### src/hdl/pwmt_pkg.sv
package pwmt_pkg;

  // field widths
  localparam int unsigned WidthW = 21;
  localparam int unsigned TicksW = 24;
  localparam int unsigned CountW = 32;
  localparam int unsigned CfgIdxW = 2;
  localparam int unsigned CfgDataW = 24;

  localparam int unsigned TICKS_PER_UNIT_DEF = 8;

  localparam logic [WidthW-1:0] WIDTH_MAX = {WidthW{1'b1}};
  localparam logic [WidthW-1:0] FULL_SCALE = WidthW'(40000);
  localparam logic [WidthW-1:0] MID_TIMEOUT_WIDTH = WidthW'(1);
  localparam logic [TicksW-1:0] TICKS_MAX = {TicksW{1'b1}};

  localparam logic [TicksW-1:0] TIMEOUT_RESET = TicksW'(448000);
  localparam logic ACTIVE_LEVEL_RESET = 1'b1;

  // configuration register indexes
  localparam logic [CfgIdxW-1:0] REG_ACTIVE_LEVEL = 2'd0;
  localparam logic [CfgIdxW-1:0] REG_TIMEOUT_TICKS = 2'd1;

  // request commands
  localparam logic CMD_TICK = 1'b0;
  localparam logic CMD_START = 1'b1;

  typedef enum logic [1:0] {
    OUTCOME_VALID = 2'd0,
    OUTCOME_STUCK_ACTIVE = 2'd1,
    OUTCOME_STUCK_INACTIVE = 2'd2,
    OUTCOME_END_TIMEOUT = 2'd3
  } outcome_e;

  typedef struct packed {
    logic [WidthW-1:0] pulse_width;
    outcome_e outcome;
    logic [CountW-1:0] measure_count;
    logic [CountW-1:0] measure_ticks;
    logic [CountW-1:0] max_measure_ticks;
  } result_t;

endpackage

### src/hdl/pulse_width_meter_timeout.sv
// channel  | signals                                   | direction
// in       | in_valid_i, in_stall_o, cmd_i, pin_level_i | request in
// out      | out_valid_o, out_stall_i, result fields    | result out
// cfg      | cfg_valid_i, cfg_ready_o, index, data      | register write
//
// one request per cycle unless stalled; a tick request that completes a
// measurement registers its result in the output register, or in a second (skid)
// register if that is still held; the input stalls only while the skid is full
// asynchronous active-low reset returns to idle, clears counters and loads
// active level 1 and a timeout of 448000 ticks
module pulse_width_meter_timeout
  import pwmt_pkg::*;
#(
  parameter int unsigned TicksPerUnit = TICKS_PER_UNIT_DEF
) (
  input  logic                clk_i,
  input  logic                rst_ni,
  input  logic                in_valid_i,
  output logic                in_stall_o,
  input  logic                cmd_i,
  input  logic                pin_level_i,
  output logic                out_valid_o,
  input  logic                out_stall_i,
  output logic [WidthW-1:0]   pulse_width_o,
  output logic [1:0]          outcome_o,
  output logic [CountW-1:0]   measure_count_o,
  output logic [CountW-1:0]   measure_ticks_o,
  output logic [CountW-1:0]   max_measure_ticks_o,
  input  logic                cfg_valid_i,
  output logic                cfg_ready_o,
  input  logic [CfgIdxW-1:0]  cfg_index_i,
  input  logic [CfgDataW-1:0] cfg_data_i
);

  localparam int unsigned RemW = (TicksPerUnit > 1) ? $clog2(TicksPerUnit) : 1;
  localparam logic [RemW-1:0] RemLast = RemW'(TicksPerUnit - 1);
  localparam logic [TicksW-1:0] UnitsInit = (TicksPerUnit == 1) ? TicksW'(1) : '0;
  localparam logic [RemW-1:0] RemInit = (TicksPerUnit == 1) ? '0 : RemW'(1);

  localparam logic [1:0] PH_IDLE = 2'd0;
  localparam logic [1:0] PH_LEAVE = 2'd1;
  localparam logic [1:0] PH_WAIT = 2'd2;
  localparam logic [1:0] PH_COUNT = 2'd3;

  logic              active_level_q;
  logic [TicksW-1:0] timeout_q;

  logic [1:0]        phase_q, phase_d;
  logic [TicksW-1:0] elapsed_q, elapsed_d;
  logic [TicksW-1:0] act_q, act_d;
  // active ticks kept as units and a remainder, so no divider is needed
  logic [TicksW-1:0] units_q, units_d;
  logic [RemW-1:0]   rem_q, rem_d;
  logic [CountW-1:0] total_q, total_d;
  logic [CountW-1:0] count_q, count_d;
  logic [CountW-1:0] max_q, max_d;

  logic              accept;
  logic              active;
  logic [TicksW-1:0] elapsed_inc;
  logic [CountW-1:0] total_inc;
  logic              fin;
  logic [WidthW-1:0] fin_width;
  outcome_e          fin_outcome;
  logic [WidthW-1:0] width_sat;
  result_t           res;

  logic              main_valid_q, skid_valid_q;
  result_t           main_q, skid_q;
  logic              pop;

  assign in_stall_o = skid_valid_q;
  assign accept = in_valid_i & ~in_stall_o;
  assign active = (pin_level_i == active_level_q);
  assign elapsed_inc = elapsed_q + TicksW'(1);
  assign total_inc = total_q + CountW'(1);
  assign width_sat = (units_q > TicksW'(WIDTH_MAX)) ? WIDTH_MAX : units_q[WidthW-1:0];

  always_comb begin
    phase_d = phase_q;
    elapsed_d = elapsed_q;
    act_d = act_q;
    units_d = units_q;
    rem_d = rem_q;
    total_d = total_q;
    count_d = count_q;
    max_d = max_q;
    fin = 1'b0;
    fin_width = FULL_SCALE;
    fin_outcome = OUTCOME_VALID;
    if (accept) begin
      if (cmd_i == CMD_START) begin
        if (phase_q == PH_IDLE) begin
          phase_d = PH_LEAVE;
          elapsed_d = '0;
          act_d = '0;
          units_d = '0;
          rem_d = '0;
          total_d = '0;
        end
      end else if (phase_q != PH_IDLE) begin
        total_d = total_inc;
        unique case (phase_q)
          PH_LEAVE: begin
            if (!active) begin
              phase_d = PH_WAIT;
              elapsed_d = '0;
            end else begin
              elapsed_d = elapsed_inc;
              if (elapsed_inc >= timeout_q) begin
                fin = 1'b1;
                fin_width = FULL_SCALE;
                fin_outcome = OUTCOME_STUCK_ACTIVE;
              end
            end
          end
          PH_WAIT: begin
            if (active) begin
              phase_d = PH_COUNT;
              elapsed_d = '0;
              act_d = TicksW'(1);
              units_d = UnitsInit;
              rem_d = RemInit;
            end else begin
              elapsed_d = elapsed_inc;
              if (elapsed_inc >= timeout_q) begin
                fin = 1'b1;
                fin_width = MID_TIMEOUT_WIDTH;
                fin_outcome = OUTCOME_STUCK_INACTIVE;
              end
            end
          end
          PH_COUNT: begin
            if (!active) begin
              fin = 1'b1;
              fin_width = width_sat;
              fin_outcome = OUTCOME_VALID;
            end else begin
              if (act_q != TICKS_MAX) begin
                act_d = act_q + TicksW'(1);
                if (rem_q == RemLast) begin
                  rem_d = '0;
                  units_d = units_q + TicksW'(1);
                end else begin
                  rem_d = rem_q + RemW'(1);
                end
              end
              elapsed_d = elapsed_inc;
              if (elapsed_inc >= timeout_q) begin
                fin = 1'b1;
                fin_width = FULL_SCALE;
                fin_outcome = OUTCOME_END_TIMEOUT;
              end
            end
          end
          default: begin
            phase_d = phase_q;
          end
        endcase
        if (fin) begin
          phase_d = PH_IDLE;
          count_d = count_q + CountW'(1);
          max_d = (max_q < total_inc) ? total_inc : max_q;
        end
      end
    end
  end

  always_comb begin
    res.pulse_width = fin_width;
    res.outcome = fin_outcome;
    res.measure_count = count_d;
    res.measure_ticks = total_inc;
    res.max_measure_ticks = max_d;
  end

  always_ff @(posedge clk_i or negedge rst_ni) begin
    if (!rst_ni) begin
      active_level_q <= ACTIVE_LEVEL_RESET;
      timeout_q <= TIMEOUT_RESET;
    end else if (cfg_valid_i && cfg_ready_o) begin
      if (cfg_index_i == REG_ACTIVE_LEVEL) begin
        active_level_q <= cfg_data_i[0];
      end else if (cfg_index_i == REG_TIMEOUT_TICKS) begin
        timeout_q <= cfg_data_i[TicksW-1:0];
      end
    end
  end

  assign cfg_ready_o = 1'b1;

  always_ff @(posedge clk_i or negedge rst_ni) begin
    if (!rst_ni) begin
      phase_q <= PH_IDLE;
      elapsed_q <= '0;
      act_q <= '0;
      units_q <= '0;
      rem_q <= '0;
      total_q <= '0;
      count_q <= '0;
      max_q <= '0;
    end else begin
      phase_q <= phase_d;
      elapsed_q <= elapsed_d;
      act_q <= act_d;
      units_q <= units_d;
      rem_q <= rem_d;
      total_q <= total_d;
      count_q <= count_d;
      max_q <= max_d;
    end
  end

  // output register with skid; a new result never meets a full skid
  assign pop = main_valid_q & ~out_stall_i;

  always_ff @(posedge clk_i or negedge rst_ni) begin
    if (!rst_ni) begin
      main_valid_q <= 1'b0;
      skid_valid_q <= 1'b0;
    end else begin
      if (pop || !main_valid_q) begin
        main_valid_q <= skid_valid_q | fin;
        skid_valid_q <= 1'b0;
      end else if (fin) begin
        skid_valid_q <= 1'b1;
      end
    end
  end

  always_ff @(posedge clk_i) begin
    if (pop || !main_valid_q) begin
      main_q <= skid_valid_q ? skid_q : res;
    end else if (fin) begin
      skid_q <= res;
    end
  end

  assign out_valid_o = main_valid_q;
  assign pulse_width_o = main_q.pulse_width;
  assign outcome_o = main_q.outcome;
  assign measure_count_o = main_q.measure_count;
  assign measure_ticks_o = main_q.measure_ticks;
  assign max_measure_ticks_o = main_q.max_measure_ticks;

endmodule

### config.mk
export PLATFORM = sky130hd
export DESIGN_NAME = pulse_width_meter_timeout
export DESIGN_NICKNAME = d
export VERILOG_FILES = /design/src/hdl/pwmt_pkg.sv /design/src/hdl/pulse_width_meter_timeout.sv
export SDC_FILE = /design/constraint.sdc
export NUM_CORES = 1
export LEC_CHECK = 0
export BUFFER_PORTS_ARGS = -buffer_cell sky130_fd_sc_hd__buf_2
export CORE_MARGIN = 5
export CORE_UTILIZATION = 33
export DETAILED_ROUTE_END_ITERATION = 8
export HOLD_SLACK_MARGIN = 0.06
export PLACE_DENSITY = 0.55
export SYNTH_ARGS = -nofsm -noshare
export SYNTH_HDL_FRONTEND = slang
export SYNTH_SLANG_ARGS = --single-unit
### constraint.sdc
create_clock -name clk_i -period 10.28 [get_ports clk_i]
set_input_delay 2.57 -clock clk_i [delete_from_list [all_inputs] [get_ports clk_i]]
set_output_delay 2.57 -clock clk_i [all_outputs]
set_load 0.02 [all_outputs]
# After elaboration in Yosys (flattened, before gate mapping)

Index checks and enable logic that the tools add are counted.

Word-level logic and storage cells: 149
Output and inout bits: 122
Bits in registers: 438
Bits of input ports: 33

Reductions and logical operators: 18
Bitwise operators: 7
Add/subtract/negate cells: 6
Multiplexer cells: 79
Equality and inequality tests: 14
Magnitude comparators: 3

Operators by type and width:

| operator                | count |
|---|---|
| $mux W24                | 17 |
| $mux W32                | 12 |
| $mux W119               | 1 |
| $mux W21                | 5 |
| $pmux W24 S2            | 2 |
| $add A24 B1 Y24 const B | 3 |
| $pmux W24 S3            | 1 |
| $add A32 B1 Y32 const B | 2 |
| $pmux W21 S2            | 1 |
| $lt A32 B32 Y1          | 1 |
| $mux W16                | 2 |
| $mux W2                 | 13 |
| $ge A24 B24 Y1          | 1 |
| $gt A24 B21 Y1 const B  | 1 |
| $ne A24 B24 Y1 const B  | 1 |
| $mux W3                 | 7 |
| $mux W1                 | 14 |
| $ne A3 B3 Y1 const B    | 4 |
| $ne A4 B4 Y1 const B    | 2 |
| $reduce_and A8 Y1       | 1 |
| $reduce_bool A4 Y1      | 2 |
| $reduce_and A7 Y1       | 1 |
| $pmux W2 S3             | 1 |
| $pmux W3 S2             | 1 |
| other kinds (20)        | 31 |

# Longest topological paths before layout

Gate-level depths: netlist of run 1.

Depth in word-level cells: 13
Depth in mapped cells: 17
Gate-level depth less buffers: 15

# Least setup slack after synthesis of run 1

Ideal clock, no wire load.

Kind: input to register
Start point: input port out_stall_i
End point: register skid_q[0] (netlist bit) (enable)
Data required time: 9.683 ns
Setup time: 0.597 ns
Arrival time: 10.500 ns
Cell stages on the path: 2
Path slack: -0.818 ns
Cell sequence: nand2_1 -> nor2_1

Longest elaborated chain between the ends: 5

RTL lines:

| element                            | RTL line                         | source |
|---|---|---|
| start, declared                    | pulse_width_meter_timeout.sv:23  | `input logic out_stall_i,` |
| $not A1 Y1                         | pulse_width_meter_timeout.sv:215 | `assign pop = main_valid_q & ~out_stall_i;` |
| $and A1 B1 Y1                      | pulse_width_meter_timeout.sv:215 |  |
| $logic_or A1 B1 Y1                 | pulse_width_meter_timeout.sv:232 | `if (pop \|\| !main_valid_q) begin` |
| $not A1 Y1 (no source line)        | -                                |  |
| $reduce_and A2 Y1 (no source line) | -                                |  |
| end signal, assigned               | pulse_width_meter_timeout.sv:235 | `skid_q <= res;` |
| end, declared                      | pulse_width_meter_timeout.sv:69  | `result_t main_q, skid_q;` |

Every way passes these cells.
A chain may end at the register's enable or synchronous reset.

# Worst setup path in the final report of run 1

Start point: register elapsed_q[0]
End point: register skid_q[96] (netlist bit) (enable)

Longest elaborated chain between the ends: 12
Elaborated cells on any way between the ends: 14
Classes of those cells: add/sub (1); order compare (1); mux (11); reduce/logical (1)

RTL lines:

| element                              | RTL line                                                                                             | source |
|---|---|---|
| start, declared                      | pulse_width_meter_timeout.sv:49                                                                      | `logic [TicksW-1:0] elapsed_q, elapsed_d;` |
| start signal, assigned               | pulse_width_meter_timeout.sv:204                                                                     | `elapsed_q <= elapsed_d;` |
| $add A24 B1 Y24 *                    | pulse_width_meter_timeout.sv:75                                                                      | `assign elapsed_inc = elapsed_q + TicksW'(1);` |
| $ge A24 B24 Y1 *                     | pulse_width_meter_timeout.sv:110, pulse_width_meter_timeout.sv:126, pulse_width_meter_timeout.sv:149 |  |
| $mux W1 *                            | pulse_width_meter_timeout.sv:110, pulse_width_meter_timeout.sv:126, pulse_width_meter_timeout.sv:149 |  |
| $mux W1 (on tied branches)           | pulse_width_meter_timeout.sv:134, pulse_width_meter_timeout.sv:105, pulse_width_meter_timeout.sv:118 |  |
| $pmux W1 S3 *                        | pulse_width_meter_timeout.sv:103                                                                     | `unique case (phase_q)` |
| $mux W1 *                            | pulse_width_meter_timeout.sv:101                                                                     | `end else if (phase_q != PH_IDLE) begin` |
| $mux W1 *                            | pulse_width_meter_timeout.sv:92                                                                      | `if (cmd_i == CMD_START) begin` |
| $mux W1 *                            | pulse_width_meter_timeout.sv:91                                                                      | `if (accept) begin` |
| $mux W1 *                            | pulse_width_meter_timeout.sv:101                                                                     |  |
| $mux W1 *                            | pulse_width_meter_timeout.sv:92                                                                      |  |
| $mux W1 *                            | pulse_width_meter_timeout.sv:91                                                                      |  |
| $reduce_and A2 Y1 (no source line) * | -                                                                                                    |  |

Every way passes the cells marked *; elsewhere a longest branch is shown, timed or not. The select of a mux whose other input is x is not followed.

==> results by group, run 1 <==
Detailed routing
  • Final WL: 50600 µm
  • Final ANT Viol Nets: 0
  • DRC viols: 0
  • DRT iter0 DRCs: 1069
  • Drt wl/cell: 18.1 µm
  • Vias per cell: 5.12
  • Vias post-DR: 14300
  • TritonRoute pass-1 iters: 6

Power
  • Switching power: 1510 µW
  • Max VDD drop: 0.128 mV
  • Flop pwr share: 43.5%
  • Internal Power: 3650 µW
  • Comb pwr share: 17.9%
  • Leakage: 0.0100 µW
  • Power density cells: 214 nW/µm²
  • Clock network power share: 38.5%
  • Switch share: 29.2%

Yosys
  • Mapped Area: 20600 µm²
  • Yosys warnings: 0
  • Yosys reg bits: 438
  • Seq/Total Area, Yosys: 59.1%
  • Yosys cell types: 85
  • Syn nets: 1876
  • Post-synth EDFFs: 238
  • Post-Syn Instances: 1775
  • Syn Area/Cell: 11.6 µm²
  • Primary FF master, synth: edfxtp_1
  • Post-synth ARST share: 45.7%

Clock network
  • TritonCTS clock tree: built
  • Resized cells post-CTS: 0
  • CTS Hold Bufs: 0
  • Clock transition at the registers of the reported paths: 0.06 ns
  • Num CTS Buffers: 49
  • Setup bufs post-CTS: 0
  • Clock root buffer: clkbuf_16
  • Clock tree buffer depth: 3
  • Worst-Skew Late Latency: 0.61 ns
  • Clk sinks: 438
  • H-tree levels: 2

Placement
  • Placed inst area: 22200 µm²
  • Gpl congestion: 0.801
  • Place WS: 4.41 ns
  • DPL Wire Length: 33100 µm
  • Buffers added on ports: 153

Finish
  • Design area: 24100 µm²
  • Footprint of the multi-input gates: 7730 µm²
  • Share of cells above drive strength 1: 17.9%
  • Commonest non-fill, non-tap cell in the layout: edfxtp_1
  • Commonest cells after routing, fill and taps aside: edfxtp_1 (238), nand2_1 (195), dfrtp_1 (191)
  • Reg area: 12200 µm²
  • FILL cells: 5981
  • Area grow syn2layout: 17.0%
  • Nets: 2018

Worst setup path
  • R2R setup slack: 4.52 ns
  • CP startpoint kind: register
  • Crit-path max FO: 87
  • WP data arrival: 5.99 ns
  • CP startpoint: elapsed_q[0]$_DFFE_PN0P_
  • Critical setup path kind: reg2reg
  • CP Capture Type: register
  • R2R depth: 15
  • FF-to-FF Start: elapsed_q[0]$_DFFE_PN0P_
  • Reg2reg end: skid_q[96]$_DFFE_PP_
  • Worst path required time: 10.51 ns
  • Worst Setup EP: skid_q[96]$_DFFE_PP_

Timing
  • Fmax: 0.174 GHz
  • Fin crit period: 5.76 ns
  • Finish-stage setup viols: 0
  • Least-Margin Pin Slew: 1.21 ns
  • Final Slew Violations: 0
  • RSZ-0062 raised after global routing: false
  • Post-route setup slack: 4.52 ns
  • Final hold viol count: 0
  • Final period utilization: 56.0%
  • Worst Skew: 0.0281 ns
  • Max-Slew Margin vs Limit: 18.9%
  • Setup TNS: 0 ns

Floorplan
  • Initial Util: 33.3%
  • Die X: 260 µm
  • Ports: 155
  • Die ar.: 67400 µm²
  • Core Box Area: 61700 µm²
  • Die extent in y: 260 µm
  • Rows: 91

Global routing
  • First-pass GRT wire length: 80700 µm
  • Initial antenna violation count: 4
  • All-layer global routing usage: 14.7%
  • Largest net degree at the start of global routing: 95
  • Gr ovfl total: 0
  • Vias in the first global route: 14400

Status
  • Status: finished clean

Min path
  • HP Class: reg2reg

Job
  • Max-Cap Viols: 0
[sequential cells by signal, summed over array words and instances (netlist names), 2 cells and up]
signal,count
act_q,24
count_q,32
elapsed_q,24
max_measure_ticks_o,32
max_q,32
measure_count_o,32
measure_ticks_o,32
outcome_o,2
phase_q,2
pulse_width_o,21
rem_q,3
skid_q,119
timeout_q,24
total_q,32
units_q,24
[metrics by stage]
step                      utilization (%)  std cells  power [µW]  hold WS, ns
after global placement               36.0       2703        3200        0.456
after CTS                            39.0       2795        5230        0.483
final                                39.0       2796        5160        0.494
after floorplan                         -       1775        2860        0.437
after detailed placement             36.0       2703        3210        0.468
after global routing                 39.0       2795        5420        0.520
[power groups by stage]
stage | Sequential [µW] | Clock, µW | Combinational, µW
global route | 2270 | 2120 | 1030
finish | 2240 | 1990 | 925
detailed placement | 2280 | 0 | 931
CTS | 2250 | 2040 | 938
floorplan | 2370 | 0 | 493
global placement | 2280 | 0 | 918
[per-layer routing]
layer / part of all wire [%] / GRT usage, %
met4: 2.3 / 3.96
met1: 45 / 19.5
met2: 48 / 24.6
met3: 5.0 / 3.09
met5: 0.053 / 0
[synth_stat cells (6+ instances only)]
cell	n	area, µm²
edfxtp_1	238	7150
nand2_1	196	736
dfrtp_1	192	4800
o21ai_0	121	606
inv_1	104	390
nor2_1	100	375
ha_1	68	851
mux2_2	58	653
nand4_1	57	357
clkbuf_1	55	206
nand3_1	54	270
xnor2_1	43	377
xor2_1	42	368
a21oi_1	41	205
a21o_1	36	270
and3_1	34	213
o311ai_0	28	245
o31ai_1	28	210
a31oi_1	23	144
or4_1	22	165
or3_1	21	131
nor3_1	19	95.1
o21a_1	18	135
a22o_1	15	131
o211ai_1	11	82.6
and4_1	10	87.6
nand2b_1	10	62.6
dfstp_2	8	210
nor2b_1	8	50.1
nor4_1	8	50.1
buf_1	7	26.3
buf_2	7	35.0
a221o_1	6	60.1
or2_2	6	37.5
[critical path: stages (launching register included)]
cell	delay, ns
dfrtp_1	0.44
ha_1	0.23
nand3_1	0.17
or3_1	0.53
nor2b_1	0.35
and2_1	0.23
xor2_1	0.08
ha_1	0.33
nand4_2	0.13
nor4_2	0.42
and4bb_1	0.35
a211o_4	0.23
o211ai_4	0.09
buf_4	0.30
nor2_4	0.88
buf_12	0.47
[how the worst min path moves through the flow]
stage / to / slack, ns / startpoint / depth (start not counted)
after global placement: act_q[8]$_DFFE_PN0P_ / 0.46 / act_q[8]$_DFFE_PN0P_ / 1
final: act_q[8]$_DFFE_PN0P_ / 0.49 / act_q[8]$_DFFE_PN0P_ / 1
after global routing: timeout_q[3]$_DFFE_PN0P_ / 0.52 / timeout_q[3]$_DFFE_PN0P_ / 1
after detailed placement: act_q[8]$_DFFE_PN0P_ / 0.47 / act_q[8]$_DFFE_PN0P_ / 1
after floorplan: act_q[8]$_DFFE_PN0P_ / 0.44 / act_q[8]$_DFFE_PN0P_ / 1
after CTS: act_q[8]$_DFFE_PN0P_ / 0.48 / act_q[8]$_DFFE_PN0P_ / 1
[layout make-up]
class | count | area share [%]
Antenna cell | 1 | 0.0104
Clock buffer | 59 | 5.50
Clock inverter | 33 | 2.19
Inverter | 105 | 1.64
Multi-Input combinational cell | 1157 | 32.1
Sequential cell | 438 | 50.5
Tap cell | 837 | 4.35
Timing Repair Buffer | 166 | 3.67
[cell families (layout without fill, tap and decap cells)]
family                     after synthesis  after routing  synth area share, %
other                                    1              2               0.0182
buffers and inverters                  180            363                 3.49
xor gates and xnor gates                86             86                 3.75
and+or+nand+nor                        572            572                 14.0
adders and majority gates               68             68                 4.13
muxes                                   61             61                 3.34
AOI/OAI and AO/OA                      369            369                 12.1
DFF                                    438            438                 59.1
Note: power is estimated with default switching activity, not from simulation.
==> run 2: changes to the inputs <==
--- a/config.mk
+++ b/config.mk
@@ -5,6 +5,7 @@
 export SDC_FILE = /design/constraint.sdc
 export NUM_CORES = 1
 export LEC_CHECK = 0
+export ABC_AREA = 1
 export BUFFER_PORTS_ARGS = -buffer_cell sky130_fd_sc_hd__buf_2
 export CORE_MARGIN = 5
 export CORE_UTILIZATION = 33
==> constraint.sdc (replaced) <==
create_clock -name clk_i -period 5.8 [get_ports clk_i]
set_input_delay 1.45 -clock clk_i [delete_from_list [all_inputs] [get_ports clk_i]]
set_output_delay 1.45 -clock clk_i [all_outputs]
set_load 0.02 [all_outputs]
==> run 2 against run 1 <==
  * Worst hold slack lost 0.0085 ns
  * Clock skew grew 0.017 ns
  * Design area grew 3.0%
  * Sequential share of layout area shrank 1.5 points
  * Global-route usage grew 1.1 points
  * Area after synthesis grew 3.9%
  * Wire length grew 11%
  * Final cell count grew 20%
  * Sequential cell count is the same
  * Critical path depth grew 10
  * Via count grew 14%
  * Combinational power grew 9%
  * Critical path type unchanged
  * Largest cell class unchanged
  * Largest power group unchanged
==> results by group, run 2 <==
Yosys
  • Primary FF master, synth: edfxtp_1
  • Top-count cell post-synth: nand2_1
  • Syn nets: 2410 (+28%)
  • Post-synth ARST share: 45.7% (unchanged)
  • Yosys reg bits: 438 (unchanged)
  • Top cells by count, synth: nand2_1 (535), inv_1 (286), edfxtp_1 (238)
  • Synth area leader: edfxtp_1
  • Dominant cells by area after synthesis: edfxtp_1 (33%), dfrtp_1 (22%), nand2_1 (9.4%)
  • Mapped Area: 21400 µm² (+3.9%)
  • Yosys cell types: 56 (-34%)
  • Yosys warnings: 0 (unchanged)
  • Syn Area/Cell: 9.26 µm² (-20%)
  • Post-synth EDFFs: 238 (unchanged)
  • Seq/Total Area, Yosys: 56.9% (-2.2 points)
  • Post-Syn Instances: 2309 (+30%)
  • Top-area cell type share of the netlist area: 33.4% (-1.3 points)

Detailed routing
  • Vias per cell: 4.85 (-5.3%)
  • Vias post-DR: 16300 (+14%)
  • DRT iter0 DRCs: 1072 (+0.28%)
  • Drt wl/cell: 16.7 µm (-7.7%)
  • Final WL: 55900 µm (+11%)
  • TritonRoute pass-1 iters: 5 (-1)
  • Final ANT Viol Nets: 0 (unchanged)
  • DRC viols: 0 (unchanged)

Finish
  • FILL cells: 6391 (+6.9%)
  • Register with the most flip-flops: skid_q
  • Area grow syn2layout: 16.0%
  • Commonest cells after routing, fill and taps aside: nand2_1 (534), inv_1 (286), edfxtp_1 (238)
  • Nets: 2555 (+27%)
  • Share of cells above drive strength 1: 11.8% (-6.1 points)
  • Antenna diode count: 0 (-1)
  • Reg area: 12200 µm² (unchanged)
  • Design area: 24800 µm² (+3.0%)
  • Footprint of the multi-input gates: 7750 µm² (+0.29%)
  • Commonest non-fill, non-tap cell in the layout: nand2_1
  • Number of flip-flops in the largest register: 119 (unchanged)

Timing
  • Setup TNS: 0 ns (unchanged)
  • Final period utilization: 87.0% (+31 points)
  • Least-Margin Pin Slew: 1.05 ns (-0.162 ns)
  • Worst Skew: 0.0450 ns (+0.0169 ns)
  • RSZ-0062 raised after global routing: false
  • Fin crit period: 5.04 ns (-0.712 ns)
  • Finish-stage setup viols: 0 (unchanged)
  • Hold slack: 0.485 ns (-0.00849 ns)
  • Final Slew Violations: 0 (unchanged)
  • Max-Slew Margin vs Limit: 29.7% (+11 points)
  • Fmax: 0.198 GHz (+14%)
  • Final hold viol count: 0 (unchanged)

Floorplan
  • Rows: 93 (+2.2%)
  • Die X: 264 µm (+1.8%)
  • Core Box Area: 64300 µm² (+4.3%)
  • Die extent in y: 264 µm (+1.8%)
  • Initial Util: 33.2% (-0.13 points)
  • Die ar.: 70000 µm² (+3.7%)
  • Ports: 155 (unchanged)

Global routing
  • Met3 usage: 2.48% (-0.61 points)
  • Global Route met1 Usage: 20.8% (+1.3 points)
  • Initial antenna violation count: 0 (-4)
  • First-pass GRT wire length: 90800 µm (+12%)
  • Met2 usage: 27.4% (+2.9 points)
  • All-layer global routing usage: 15.7% (+1.1 points)
  • Most Used Layer, Global Route: met2
  • Gr ovfl total: 0 (unchanged)
  • Vias in the first global route: 16600 (+15%)
  • Largest net degree at the start of global routing: 129 (+36%)

Worst setup path
  • Worst Setup EP: skid_q[26]$_DFFE_PP_
  • Reg2reg end: skid_q[26]$_DFFE_PP_
  • Critical setup path kind: reg2reg
  • CP startpoint: elapsed_q[0]$_DFFE_PN0P_
  • CP startpoint kind: register
  • Crit-path max FO: 36 (-59%)
  • R2R depth: 25 (+10)
  • CP Capture Type: register
  • R2R setup slack: 0.76 ns (-3.77 ns)
  • FF-to-FF Start: elapsed_q[0]$_DFFE_PN0P_
  • Worst path required time: 6.14 ns (-4.37 ns)
  • WP data arrival: 5.39 ns (-0.60 ns)

Power
  • Internal Power: 5760 µW (+58%)
  • Comb pwr share: 12.7% (-5.2 points)
  • Max VDD drop: 0.245 mV (+92%)
  • Leakage: 0.0107 µW (+7.0%)
  • Tot Pwr: 7950 µW (+54%)
  • Flop pwr share: 44.6% (+1.1 points)
  • Power density cells: 321 nW/µm² (+50%)
  • Switching power: 2200 µW (+46%)
  • Clock network power share: 42.6% (+4.1 points)
  • Switch share: 27.6% (-1.6 points)

Clock network
  • Setup bufs post-CTS: 0 (unchanged)
  • TritonCTS clock tree: built
  • Clock transition at the registers of the reported paths: 0.06 ns (about the same)
  • Worst-Skew Late Latency: 0.61 ns (about the same)
  • CTS Hold Bufs: 0 (unchanged)
  • Resized cells post-CTS: 0 (unchanged)
  • H-tree levels: 2 (unchanged)
  • Num CTS Buffers: 50 (+2.0%)
  • Clk sinks: 438 (unchanged)
  • Clock root buffer: clkbuf_16
  • Clock tree buffer depth: 3 (unchanged)

Status
  • Status: finished clean

Placement
  • Buffers added on ports: 153 (unchanged)
  • Placed inst area: 23000 µm² (+3.6%)
  • DPL Wire Length: 37800 µm (+14%)
  • Gpl congestion: 0.903 (+13%)

Job
  • Max-Cap Viols: 0 (unchanged)

Min path
  • HP Class: reg2reg
==> run 2: changes by cell type in the layout (fill, tap and decap cells not counted), moves of 28 or more <==
cell / change
and2_1: +40
nor3_1: +44
a21o_1: -33
nor2_1: +93
o311ai_0: -28
nand3_1: +101
nand2_1: +339
xnor2_1: -34
a21oi_1: +35
inv_1: +183
and3_1: -32
o22ai_1: +32
mux2_2: -58
==> run 2: cell families after synthesis <==
kind of cell / share of synthesized area, %
and+or+nand+nor: 22.6
DFF: 56.9
buffers and inverters: 6.92
AOI/OAI and AO/OA: 7.20
adders and majority gates: 3.98
xor gates and xnor gates: 2.42
other: 0.0175
==> run 2: how the worst min path moves through the flow <==
stage / startpoint / to / slack (ns) / depth (start not counted)
final: timeout_q[9]$_DFFE_PN1P_ / timeout_q[9]$_DFFE_PN1P_ / 0.49 / 2
after global routing: timeout_q[12]$_DFFE_PN1P_ / timeout_q[12]$_DFFE_PN1P_ / 0.50 / 2
after CTS: timeout_q[12]$_DFFE_PN1P_ / timeout_q[12]$_DFFE_PN1P_ / 0.49 / 2
after detailed placement: timeout_q[12]$_DFFE_PN1P_ / timeout_q[12]$_DFFE_PN1P_ / 0.48 / 2
after global placement: rem_q[1]$_DFFE_PN0P_ / rem_q[1]$_DFFE_PN0P_ / 0.47 / 2
after floorplan: timeout_q[10]$_DFFE_PN1P_ / timeout_q[10]$_DFFE_PN1P_ / 0.46 / 2
==> run 2: critical path: stages (launching register included) <==
cell	delay, ns
dfrtp_1	0.40
nand3_1	0.16
nor3_2	0.26
nand2_1	0.19
nor2_1	0.17
nand2_1	0.13
inv_1	0.10
nand2_1	0.05
nor2_1	0.12
nand3_1	0.12
xor2_1	0.22
inv_1	0.07
ha_1	0.30
nand2_1	0.07
nor2_1	0.17
nand4_1	0.11
nor2_1	0.11
nand2_1	0.13
nand2_1	0.17
o21ai_2	0.09
nand2_4	0.25
nand2_1	0.33
inv_2	0.18
buf_4	0.46
nand3_1	0.18
and2_1	0.21
==> run 2: layer usage <==
metal | vias to the layer above | wire length (µm)
li1 | 7959 | -
met3 | 63 | 2490
met5 | - | 0
met1 | 7898 | 24800
met4 | 0 | 1170
met2 | 333 | 27500
==> run 2: layout make-up <==
cell class / instances / area share, %
multi-input cells: 1500 / 31.3
flip-flops and latches: 438 / 49.1
clock buffers: 63 / 5.45
well taps: 855 / 4.31
clock inverters: 30 / 1.68
inverters: 296 / 4.48
repair buffers: 168 / 3.73
==> run 2: power by group through the flow <==
| stage | combinational, µW | sequential [µW] | clock (µW) |
|---|---|---|---|
| after floorplan | 595 | 3660 | 0 |
| after global placement | 1010 | 3600 | 0 |
| after detailed placement | 1020 | 3610 | 0 |
| after CTS | 1030 | 3550 | 3480 |
| after global routing | 1140 | 3560 | 3600 |
| final | 1010 | 3550 | 3390 |
==> run 2: per-stage QoR <==
stage,instances,util (%),worst slack (ns)
after detailed placement,3257,35.8,0.803
final,3350,38.5,0.755
after floorplan,2309,-,0.608
after CTS,3350,38.5,0.798
after global placement,3257,35.8,0.954
after global routing,3350,38.5,0.252
==> run 3: changes to the inputs <==
--- a/config.mk
+++ b/config.mk
@@ -7,11 +7,13 @@
 export LEC_CHECK = 0
 export ABC_AREA = 1
 export BUFFER_PORTS_ARGS = -buffer_cell sky130_fd_sc_hd__buf_2
+export CELL_PAD_IN_SITES_DETAIL_PLACEMENT = 1
+export CELL_PAD_IN_SITES_GLOBAL_PLACEMENT = 1
 export CORE_MARGIN = 5
 export CORE_UTILIZATION = 33
 export DETAILED_ROUTE_END_ITERATION = 8
 export HOLD_SLACK_MARGIN = 0.06
-export PLACE_DENSITY = 0.55
+export PLACE_DENSITY = 0.66
 export SYNTH_ARGS = -nofsm -noshare
 export SYNTH_HDL_FRONTEND = slang
 export SYNTH_SLANG_ARGS = --single-unit
==> run 3 against run 2 <==
  * Global-route usage is 1.1 points higher
  * Clock-buffer cell count increased by 7
  * Core utilization fell by 0.11 points
  * Sequential power about the same
  * Non-clock buffer count is 6 higher
  * Sequential share of layout area up 0.14 points
  * Final cell count grew 0.30%
  * Combinational power is 4% higher
  * Clock skew is 0.021 ns lower
  * Critical path type unchanged
  * Critical endpoint unchanged
  * Largest cell class unchanged
  * Largest power group unchanged
==> results by group, run 3 (same netlist as run 2, synthesis figures left out) <==
Detailed routing
  • TritonRoute pass-1 iters: 5 (unchanged)
  • DRC viols: 0 (unchanged)
  • DRT iter0 DRCs: 798 (-26%)
  • Drt wl/cell: 17.7 µm (+5.9%)
  • Vias per cell: 4.90 (+1.0%)
  • Final ANT Viol Nets: 0 (unchanged)
  • Vias post-DR: 16500 (+1.3%)
  • Final WL: 59400 µm (+6.2%)

Placement
  • Placed insts: 3263 (+0.18%)
  • DPL Wire Length: 41600 µm (+10%)
  • Placed inst area: 23100 µm² (+0.14%)
  • Buffers added on ports: 153 (unchanged)
  • Gpl congestion: 0.863 (-4.4%)

Timing
  • Final Slew Violations: 0 (unchanged)
  • Finish-stage setup viols: 0 (unchanged)
  • Final hold viol count: 0 (unchanged)
  • Worst Skew: 0.0243 ns (-0.0206 ns)
  • RSZ-0062 raised after global routing: false
  • Least-Margin Pin Slew: 1.10 ns (+0.0518 ns)
  • Max-Slew Margin vs Limit: 26.4% (-3.3 points)
  • Fmax: 0.202 GHz (+1.9%)
  • Setup TNS: 0 ns (unchanged)
  • Fin crit period: 4.95 ns (-0.0956 ns)
  • Final period utilization: 85.3% (-1.6 points)

Worst setup path
  • Worst path required time: 6.13 ns (about the same)
  • R2R setup slack: 0.85 ns (+0.10 ns)
  • WP data arrival: 5.28 ns (-0.11 ns)
  • Crit-path max FO: 32 (-11%)
  • Critical setup path kind: reg2reg
  • Reg2reg end: skid_q[26]$_DFFE_PP_
  • CP startpoint kind: register
  • CP Capture Type: register
  • FF-to-FF Start: elapsed_q[0]$_DFFE_PN0P_
  • R2R depth: 27 (+8.0%)

Finish
  • Final Util: 38.4% (-0.11 points)
  • Footprint of the multi-input gates: 7750 µm² (unchanged)
  • Design area: 24700 µm² (-0.29%)
  • Commonest cells after routing, fill and taps aside: nand2_1 (534), inv_1 (286), edfxtp_1 (238)
  • Commonest non-fill, non-tap cell in the layout: nand2_1
  • Area grow syn2layout: 15.7%
  • Final non-filler cell total: 3360 (+0.30%)
  • Register with the most flip-flops: skid_q
  • Share of cells above drive strength 1: 11.9% (+0.077 points)
  • Number of flip-flops in the largest register: 119 (unchanged)
  • Reg area: 12200 µm² (unchanged)
  • FILL cells: 7400 (+16%)
  • Nets: 2562 (+0.27%)

Clock network
  • TritonCTS clock tree: built
  • Worst-Skew Late Latency: 0.60 ns (about the same)
  • Num CTS Buffers: 51 (+2.0%)
  • Clock tree buffer depth: 3 (unchanged)
  • Resized cells post-CTS: 0 (unchanged)
  • Clock transition at the registers of the reported paths: 0.06 ns (about the same)
  • Setup bufs post-CTS: 0 (unchanged)
  • Clock root buffer: clkbuf_16
  • CTS Hold Bufs: 0 (unchanged)
  • H-tree levels: 2 (unchanged)
  • Clk sinks: 438 (unchanged)

Global routing
  • Initial antenna violation count: 0 (unchanged)
  • Gr ovfl total: 0 (unchanged)
  • Largest net degree at the start of global routing: 82 (-36%)
  • All-layer global routing usage: 16.8% (+1.1 points)
  • Vias in the first global route: 18000 (+8.6%)
  • First-pass GRT wire length: 97300 µm (+7.2%)

Power
  • Max VDD drop: 0.186 mV (-24%)
  • Flop pwr share: 45.4% (+0.8 points)
  • Tot Pwr: 7800 µW (-1.9%)
  • Switch share: 28.3% (+0.71 points)
  • Power density cells: 315 nW/µm² (-1.6%)
  • Clock network power share: 41.2% (-1.4 points)
  • Comb pwr share: 13.4% (+0.7 points)
  • Switching power: 2210 µW (+0.62%)
  • Internal Power: 5590 µW (-2.9%)
  • Leakage: 0.0107 µW (-0.20%)

Floorplan
  • Die X: 264 µm (unchanged)
  • Rows: 93 (unchanged)
  • Ports: 155 (unchanged)
  • Core Box Area: 64300 µm² (unchanged)
  • Die extent in y: 264 µm (unchanged)
  • Initial Util: 33.2% (unchanged)
  • Die ar.: 70000 µm² (unchanged)

Min path
  • Hold Path Depth: 2 (unchanged)
  • HP Class: reg2reg
  • Min-Delay Startpoint: timeout_q[15]$_DFFE_PN1P_
  • WHS Endpoint: timeout_q[15]$_DFFE_PN1P_

Status
  • Status: finished clean

Job
  • Max-Cap Viols: 0 (unchanged)
==> run 3: cell type report <==
class / count / share of cell area (%)
Inverter: 296 / 4.49
Timing Repair Buffer: 174 / 3.87
Tap cell: 855 / 4.33
Clock buffer: 70 / 5.70
Multi-Input combinational cell: 1500 / 31.4
Clock inverter: 26 / 1.02
Antenna cell: 1 / 0.0101
Sequential cell: 438 / 49.2
==> run 3: worst max-delay path: stages (launching register included) <==
cell and delay (ns):
dfrtp_1 0.41, ha_1 0.21, nand2_1 0.10, nor2_4 0.15, nand4_1 0.15, nor2_2 0.15
nand2_1 0.11, nor2_2 0.13, nand3_1 0.12, nor2_1 0.23, xor2_1 0.21, inv_1 0.07
ha_1 0.27, nand2_1 0.08, inv_1 0.04, nand2_1 0.05, nand2_1 0.05, nand2_1 0.06
nand2_1 0.05, a21oi_1 0.23, nand2_1 0.19, o21ai_2 0.12, nand2_4 0.08, nand2_1 0.30
inv_2 0.31, nand2_4 0.46, nand2_1 0.15, and2_1 0.19
==> run 3: power by group through the flow <==
| stage | Clock [µW] | Sequential (µW) | Combinational [µW] |
|---|---|---|---|
| floorplan | 0 | 3660 | 595 |
| global placement | 0 | 3600 | 1040 |
| detailed placement | 0 | 3600 | 1060 |
| CTS | 3320 | 3540 | 1070 |
| global route | 3460 | 3560 | 1170 |
| finish | 3210 | 3540 | 1050 |
==> run 3: per-stage QoR <==
step | hold WS [ns] | setup WS (ns)
global route | 0.510 | 0.254
detailed placement | 0.487 | 0.813
floorplan | 0.457 | 0.608
global placement | 0.473 | 0.978
finish | 0.492 | 0.851
CTS | 0.496 | 0.762
==> run 3: worst max-delay path by stage <==
stage / start / end / slack [ns] / cells after the start
finish: elapsed_q[0]$_DFFE_PN0P_ / skid_q[26]$_DFFE_PP_ / 0.85 / 27
global route: elapsed_q[0]$_DFFE_PN0P_ / skid_q[26]$_DFFE_PP_ / 0.25 / 27
CTS: elapsed_q[0]$_DFFE_PN0P_ / skid_q[26]$_DFFE_PP_ / 0.76 / 27
detailed placement: elapsed_q[0]$_DFFE_PN0P_ / skid_q[26]$_DFFE_PP_ / 0.81 / 27
global placement: elapsed_q[0]$_DFFE_PN0P_ / skid_q[15]$_DFFE_PP_ / 0.98 / 27
floorplan: elapsed_q[0]$_DFFE_PN0P_ / skid_q[0]$_DFFE_PP_ / 0.61 / 23
==> run 3: layer usage <==
layer	vias up	share of wire, %	track usage [%]
met5	-	0	0
met4	0	1.9	3.61
met3	75	3.6	2.52
met2	234	50	29.9
met1	8189	45	22.0
li1	7970	-	-
